<file path="config.mk">
export PLATFORM = sky130hd
export DESIGN_NAME = etb_walker
export DESIGN_NICKNAME = d
export VERILOG_FILES = /design/src/rtl/etb_pkg.sv /design/src/rtl/etb_walker.sv
export SDC_FILE = /design/constraint.sdc
export NUM_CORES = 1
export LEC_CHECK = 0
export BUFFER_PORTS_ARGS = -buffer_cell sky130_fd_sc_hd__buf_2
export CORE_ASPECT_RATIO = 0.6
export CORE_MARGIN = 2
export CORE_UTILIZATION = 24
export CTS_CLUSTER_DIAMETER = 60
export DETAILED_ROUTE_END_ITERATION = 10
export PLACE_DENSITY = 0.46
export SETUP_SLACK_MARGIN = 0.5
export SYNTH_ARGS = -nofsm -noshare
export SYNTH_HDL_FRONTEND = slang
export SYNTH_SLANG_ARGS = --single-unit
</file>
<file path="constraint.sdc">
create_clock -name clock -period 2.2 [get_ports clock]
set_input_delay 0.44 -clock clock [delete_from_list [all_inputs] [get_ports clock]]
set_output_delay 0.44 -clock clock [all_outputs]
set_load 0.03 [all_outputs]
</file>
<file path="src/rtl/etb_pkg.sv">
`timescale 1ns / 1ps

package etb_pkg;

   localparam int NODE_W    = 10;
   localparam int MAX_NODES = 2 ** NODE_W;
   localparam int EPOCH_W   = 8;
   localparam int TDATA_W   = ((2 * NODE_W + 7) / 8) * 8;
   localparam int TPAD_W    = TDATA_W - 2 * NODE_W;

   localparam logic [EPOCH_W-1:0] EPOCH_FIRST = EPOCH_W'(1);
   localparam logic [EPOCH_W-1:0] EPOCH_LAST  = {EPOCH_W{1'b1}};
   localparam logic [EPOCH_W-1:0] EPOCH_STALE = '0;

   typedef logic [NODE_W-1:0]  node_type;
   typedef logic [EPOCH_W-1:0] epoch_type;

   // Link memory word: the epoch tag marks the link valid for the current matrix.
   typedef struct packed {
      epoch_type epoch;
      node_type  link;
   } link_entry_type;

   typedef struct packed {
      logic           en;
      logic           we;
      node_type       addr;
      link_entry_type wdata;
   } ram_req_type;

   typedef struct packed {
      node_type row;
      node_type col;
      logic     new_matrix;
   } req_item_type;

   typedef struct packed {
      logic     valid;
      node_type node;
      node_type parent;
   } emit_type;

endpackage

</file>
<file path="src/rtl/etb_walker.sv">
`timescale 1ns / 1ps

module etb_walker (
   input  logic                    clock,
   input  logic                    reset,
   input  logic                    req_valid,
   output logic                    req_ready,
   input  etb_pkg::req_item_type   req_item,
   output etb_pkg::emit_type       emit,
   input  logic                    emit_ready,
   output etb_pkg::ram_req_type    ram_req,
   input  etb_pkg::link_entry_type ram_rd_data
);
   import etb_pkg::*;

   typedef enum logic [2:0] {
      ST_SWEEP,
      ST_IDLE,
      ST_READ,
      ST_EVAL,
      ST_EMIT
   } state_type;

   state_type state_ff, state_in;
   node_type  cur_ff, cur_in;
   node_type  col_ff, col_in;
   epoch_type epoch_ff, epoch_in;
   node_type  sweep_ff, sweep_in;
   logic      pending_ff, pending_in;
   logic      hit;

   assign hit = (ram_rd_data.epoch == epoch_ff);

   always_comb begin
      state_in   = state_ff;
      cur_in     = cur_ff;
      col_in     = col_ff;
      epoch_in   = epoch_ff;
      sweep_in   = sweep_ff;
      pending_in = pending_ff;
      ram_req    = '0;
      unique case (state_ff)
         ST_SWEEP: begin
            // Stamp every entry stale, one per cycle.
            ram_req.en    = 1'b1;
            ram_req.we    = 1'b1;
            ram_req.addr  = sweep_ff;
            ram_req.wdata = '{epoch: EPOCH_STALE, link: '0};
            sweep_in      = sweep_ff + 1'b1;
            if (sweep_ff == node_type'(MAX_NODES - 1)) begin
               pending_in = 1'b0;
               state_in   = pending_ff ? ST_READ : ST_IDLE;
            end
         end
         ST_IDLE: begin
            if (req_valid) begin
               cur_in = req_item.row;
               col_in = req_item.col;
               if (req_item.new_matrix && (epoch_ff == EPOCH_LAST)) begin
                  // Tags are about to wrap: sweep first, then walk.
                  epoch_in   = EPOCH_FIRST;
                  sweep_in   = '0;
                  pending_in = 1'b1;
                  state_in   = ST_SWEEP;
               end else begin
                  if (req_item.new_matrix) begin
                     epoch_in = epoch_ff + 1'b1;
                  end
                  ram_req.en   = 1'b1;
                  ram_req.addr = req_item.row;
                  state_in     = ST_EVAL;
               end
            end
         end
         ST_READ: begin
            ram_req.en   = 1'b1;
            ram_req.addr = cur_ff;
            state_in     = ST_EVAL;
         end
         ST_EVAL: begin
            priority if (cur_ff >= col_ff) begin
               // Lower or diagonal entry: drop it.
               state_in = ST_IDLE;
            end else begin
               ram_req.en    = 1'b1;
               ram_req.we    = 1'b1;
               ram_req.addr  = cur_ff;
               ram_req.wdata = '{epoch: epoch_ff, link: col_ff};
               priority if (!hit) begin
                  state_in = ST_EMIT;
               end else if (ram_rd_data.link >= col_ff) begin
                  state_in = ST_IDLE;
               end else begin
                  cur_in   = ram_rd_data.link;
                  state_in = ST_READ;
               end
            end
         end
         ST_EMIT: begin
            if (emit_ready) begin
               state_in = ST_IDLE;
            end
         end
         default: begin
            state_in = ST_IDLE;
         end
      endcase
   end

   always_ff @(posedge clock) begin
      if (reset) begin
         state_ff   <= ST_SWEEP;
         epoch_ff   <= EPOCH_FIRST;
         sweep_ff   <= '0;
         pending_ff <= 1'b0;
      end else begin
         state_ff   <= state_in;
         epoch_ff   <= epoch_in;
         sweep_ff   <= sweep_in;
         pending_ff <= pending_in;
      end
      cur_ff <= cur_in;
      col_ff <= col_in;
   end

   assign req_ready   = (state_ff == ST_IDLE);
   assign emit.valid  = (state_ff == ST_EMIT);
   assign emit.node   = cur_ff;
   assign emit.parent = col_ff;

endmodule

</file>
### After elaboration in Yosys (flattened, before gate mapping)

Index checks and enable logic that the tools add are counted.

* flip-flop bits (word level): 42
* output and inout port bits: 52
* bits of input ports: 43
* word-level logic and storage cells: 68

* muxes and demuxes: 32
* reduce and logical (&&, ||, !) cells: 12
* $add $sub $neg: 2
* equal/unequal tests: 14
* magnitude comparators: 2

Operator list (count)
* 2-to-1 mux 10 bit: 8
* case mux 10 bit (2 select lines): 2
* case mux 10 bit (4 select lines): 1
* 2-to-1 mux 30 bit: 1
* greater-or-equal comparator 10 bit: 2
* 2-to-1 mux 18 bit: 1
* 2-to-1 mux 8 bit: 2
* 2-to-1 mux 3 bit: 5
* case mux 3 bit (5 select lines): 1
* adder 10 x 1 -> 10 bit (second input constant): 1
* == test 10 bit (second input constant): 1
* != test 2 bit (second input constant): 5
* AND reduction 3 bit: 3
* adder 8 x 1 -> 8 bit (second input constant): 1
* == test 8 bit: 1
* == test 8 bit (second input constant): 1
* == test 3 x 2 -> 1 bit (second input constant): 2
* 2-to-1 mux 2 bit: 3
* nonzero test 2 bit: 3
* 2-to-1 mux 1 bit: 5
* AND reduction 5 bit: 1
* != test 2 x 1 -> 1 bit (second input constant): 2
* case mux 1 bit (2 select lines): 2
* AND reduction 4 bit: 1
* other kinds (7): 7

### Logic depth before layout (Yosys ltp)

* depth after elaboration: 5
* depth in mapped cells: 8
* gate-level depth less buffers: 7

### Least setup slack after synthesis

OpenSTA, ideal clock, no wires.

* path kind: flip-flop to output port
* from: register col_ff[7]
* to: output port ram_req[18] in the netlist's numbering
* arrival: 2.378 ns
* path slack: -0.618 ns
* buffers on the path: 0
* stages on the path, launching flop included: 8
* data required time: 1.760 ns
* cells stage by stage: edfxtp_1 -> inv_1 -> ha_1 -> a21oi_1 -> nor2_1 -> a2111oi_4 -> a21oi_2 -> o21ai_0

RTL lines
* start, declared: line etb_walker.sv:26 `node_type col_ff, col_in;`
* start signal, assigned: line etb_walker.sv:123 `col_ff <= col_in;`
* end, declared: line etb_walker.sv:11 `output etb_pkg::ram_req_type ram_req,`

==> flow_metrics.env <==
export IMPL_status="finished, violations left"
export IMPL_violations="setup timing"
export IMPL_routed_wl_um=10800
export IMPL_synth_top_area_cell="edfxtp_1"
export IMPL_ys_seq_area_share_pct=36.3
export IMPL_multiInputGateArea_um2=2270
export IMPL_cp_slowest_cell="edfxtp_1"
export IMPL_drv_slew=0
export IMPL_timing_worst_setup_path_type="reg -> out"
export IMPL_min_period_ns=2.84
export IMPL_viasPerCell=4.72
export IMPL_cts_htree_levels=2
export IMPL_use_met3_pct=4.02
export IMPL_yosysTopAreaCellShare_pct=21.0
export IMPL_max_stage_delay_ns=0.44
export IMPL_drive_above_1_share_pct=62.3
export IMPL_ios=95
export IMPL_gp_congestion=0.815
export IMPL_die_h_um=88.6
export IMPL_power_static_leakage_nw=2.11
export IMPL_cts_tree="done"
export IMPL_io_buffers=94
export IMPL_core_area_um2=11500
export IMPL_clock_skew_ns=0.00647
export IMPL_synth_async_reset_ratio_pct=0
export IMPL_syn_area_um2=2870
export IMPL_post_dp_hpwl_um=8200
export IMPL_die_w_um=145
export IMPL_layout_nets=547
export IMPL_cts_root_buf="clkbuf_16"
export IMPL_synth_distinct_cells=53
export IMPL_vias=3033
export IMPL_power_density_nw_per_um2=349
export IMPL_grt_pass1_vias=2950
export IMPL_rows=30
export IMPL_setup_slack_ns=-0.635
export IMPL_postRouteAntennaNets=0
export IMPL_critPathMaxFanout=5
export IMPL_finalSetupViolations=40
export IMPL_crit_required_ns=1.76
export IMPL_clk_path_buf_depth=2
export IMPL_insertion_delay_ns=0.29
export IMPL_initial_core_util_pct=24.9
export IMPL_synthCells=311
export IMPL_antenna_found_initial=0
export IMPL_yosys_register_bits=42
export IMPL_worst_pin_slew_ns=0.408
export IMPL_syn_num_nets=376
export IMPL_maxSlewHeadroom_pct=72.5
export IMPL_end_kind="output port"
export IMPL_synth_top_flop_cell="dfxtp_1"
export IMPL_cts_sinks=42
export IMPL_syn_avg_cell_area_um2=9.21
export IMPL_seq_area_um2=1050
export IMPL_fmax_mhz=353
export IMPL_met1_usage_pct=26.4
export IMPL_cp_top_family="simple AND/OR/NAND/NOR gates"
export IMPL_wl_per_cell_um=16.8
export IMPL_synth_edf_count=20
export IMPL_fin_hold_ws_ns=0.320
export IMPL_synth_area_leaders="edfxtp_1 21%, dfxtp_1 15%, ha_1 9.6%"
export IMPL_cp_cell_sequence="ha_4 > nand4_1 > buf_4 > or3_4 > a21oi_4 > buf_8 > o21ai_4 > buf_6"
export IMPL_ir_worst_vdd_uv=288
export IMPL_rsz0062_at_grt="true"
export IMPL_numCtsBuffers=5
export IMPL_cts_hold_fix_buffers=0
export IMPL_grt_max_degree=17
export IMPL_final_hold_violation_count=0
export IMPL_busiest_layer="met1"
export IMPL_areaGrowthSynthToFinish_pct=82.2
export IMPL_cts_clk_slew_worst_paths_ns=0.07
export IMPL_hold_path_class="in -> reg"
export IMPL_antennaDiodeCount=0
export IMPL_synth_most_common_cell="nor2_1"
export IMPL_maxCapViolCount=0
export IMPL_grt_overflow=0
export IMPL_dieArea_um2=12900
export IMPL_worstPathArrival_ns=2.40
export IMPL_dpl_worst_slack_ns=-0.415
export IMPL_synth_common_cells="34 x nor2_1, 22 x dfxtp_1, 22 x ha_1, 20 x edfxtp_1, 19 x nand2_1"
export IMPL_nFillCells=1097
export IMPL_track_usage_pct=17.1
export IMPL_drt_pass1_iter_count=4
export IMPL_grt_pass1_wl_um=16800
export IMPL_yosys_warnings=0
export IMPL_start_kind="register"
export IMPL_path_buf_inv=3
export IMPL_grt_util_met2_pct=23.7
export IMPL_drt_initial_drc_count=129
export IMPL_drc=0
export IMPL_min_period_over_period_pct=129
state kept, by name, summed over array words and instances (netlist names):
signal,flops
col_ff,10
cur_ff,10
epoch_ff,8
pending_ff,1
state_ff,3
sweep_ff,10
layout by cell type (no fill, tap or decap), drive strengths merged, types with 9 or more instances in the layout:
cell	n
nor2	34
mux2	9
nand3	10
ha	22
nand4	17
dfxtp	22
xor2	11
a22oi	11
a21oi	11
xnor2	10
nand2	19
edfxtp	20
o21ai	14
inv	17
buf	180
and2	12
cell families (layout without fill, tap and decap cells):
group                    Yosys count  after routing  share of synthesized area (%)
multiplexers                      11             11                           4.24
AO/OA/AOI/OAI                     64             64                           16.2
XOR/XNOR                          21             21                           6.42
flip-flops                        42             42                           36.3
buffers and inverters             34            206                           5.46
adder cells (fa/ha/maj)           22             22                           9.61
AND/OR/NAND/NOR                  117            117                           21.8
timing repair:
| action | CTS | global route |
|---|---|---|
| buffers inserted | 17 | 9 |
| gates cloned | 1 | 0 |
| resized for setup | 105 | 44 |
| pin swaps | 18 | 14 |
| endpoints found under the setup margin | 62 | 59 |
metrics by stage:
step | util (%) | total power [W] | cell area (um2) | instances | setup TNS (ns)
2_1_floorplan | - | 0.000910 | 3200 | 311 | -12.75
3_3_place_gp | 36.9 | 0.000986 | 4240 | 608 | -11.46
3_5_place_dp | 36.9 | 0.000987 | 4240 | 608 | -13.14
4_1_cts | 43.2 | 0.00183 | 4960 | 634 | -22.20
5_1_grt | 45.5 | 0.00190 | 5220 | 643 | -24.57
6_report | 45.5 | 0.00182 | 5220 | 643 | -21.02
area by class of cell:
cell class              instances  share of cell area, %
clock buffers                   6                   2.88
multi-input cells             235                   43.4
inverters                      18                   1.41
flip-flops and latches         42                   20.1
clock inverters                 2                  0.192
repair buffers                180                   28.2
well taps                     160                   3.83
worst paths after layout:
kind               startpoint     endpoint  slack, ns  depth (start not counted)
setup / recovery    cur_ff[9]  ram_req[18]      -0.64                          8
hold / removal    req_item[9]    col_ff[8]       0.32                          1
setup reg to reg    col_ff[4]    cur_ff[3]      -0.34                         12
hold reg to reg    pending_ff   pending_ff       0.52                          2
report_power, final:
group | internal, W | switching, W | total (W)
Clock | 0.000486 | 0.000334 | 0.000820
Sequential | 0.000822 | 0.00000713 | 0.000829
Combinational | 0.0000852 | 0.0000889 | 0.000174
Total | 0.00139 | 0.000430 | 0.00182
routing by layer:
layer / vias up / part of all wire [%]
met5: - / 0
met4: 0 / 1.1
met3: 12 / 5.3
met2: 89 / 40
met1: 1449 / 54
li1: 1483 / -
worst register-to-register path, delay by kind of cell, from the launching register on:
kind / cells / cell delay (ns)
AO/OA/AOI/OAI: 4 / 0.67
adder cells (fa/ha/maj): 1 / 0.21
buffers and inverters: 6 / 0.85
flip-flops: 1 / 0.41
AND/OR/NAND/NOR: 1 / 0.11
No activity file was read; power rests on OpenSTA's default activity.
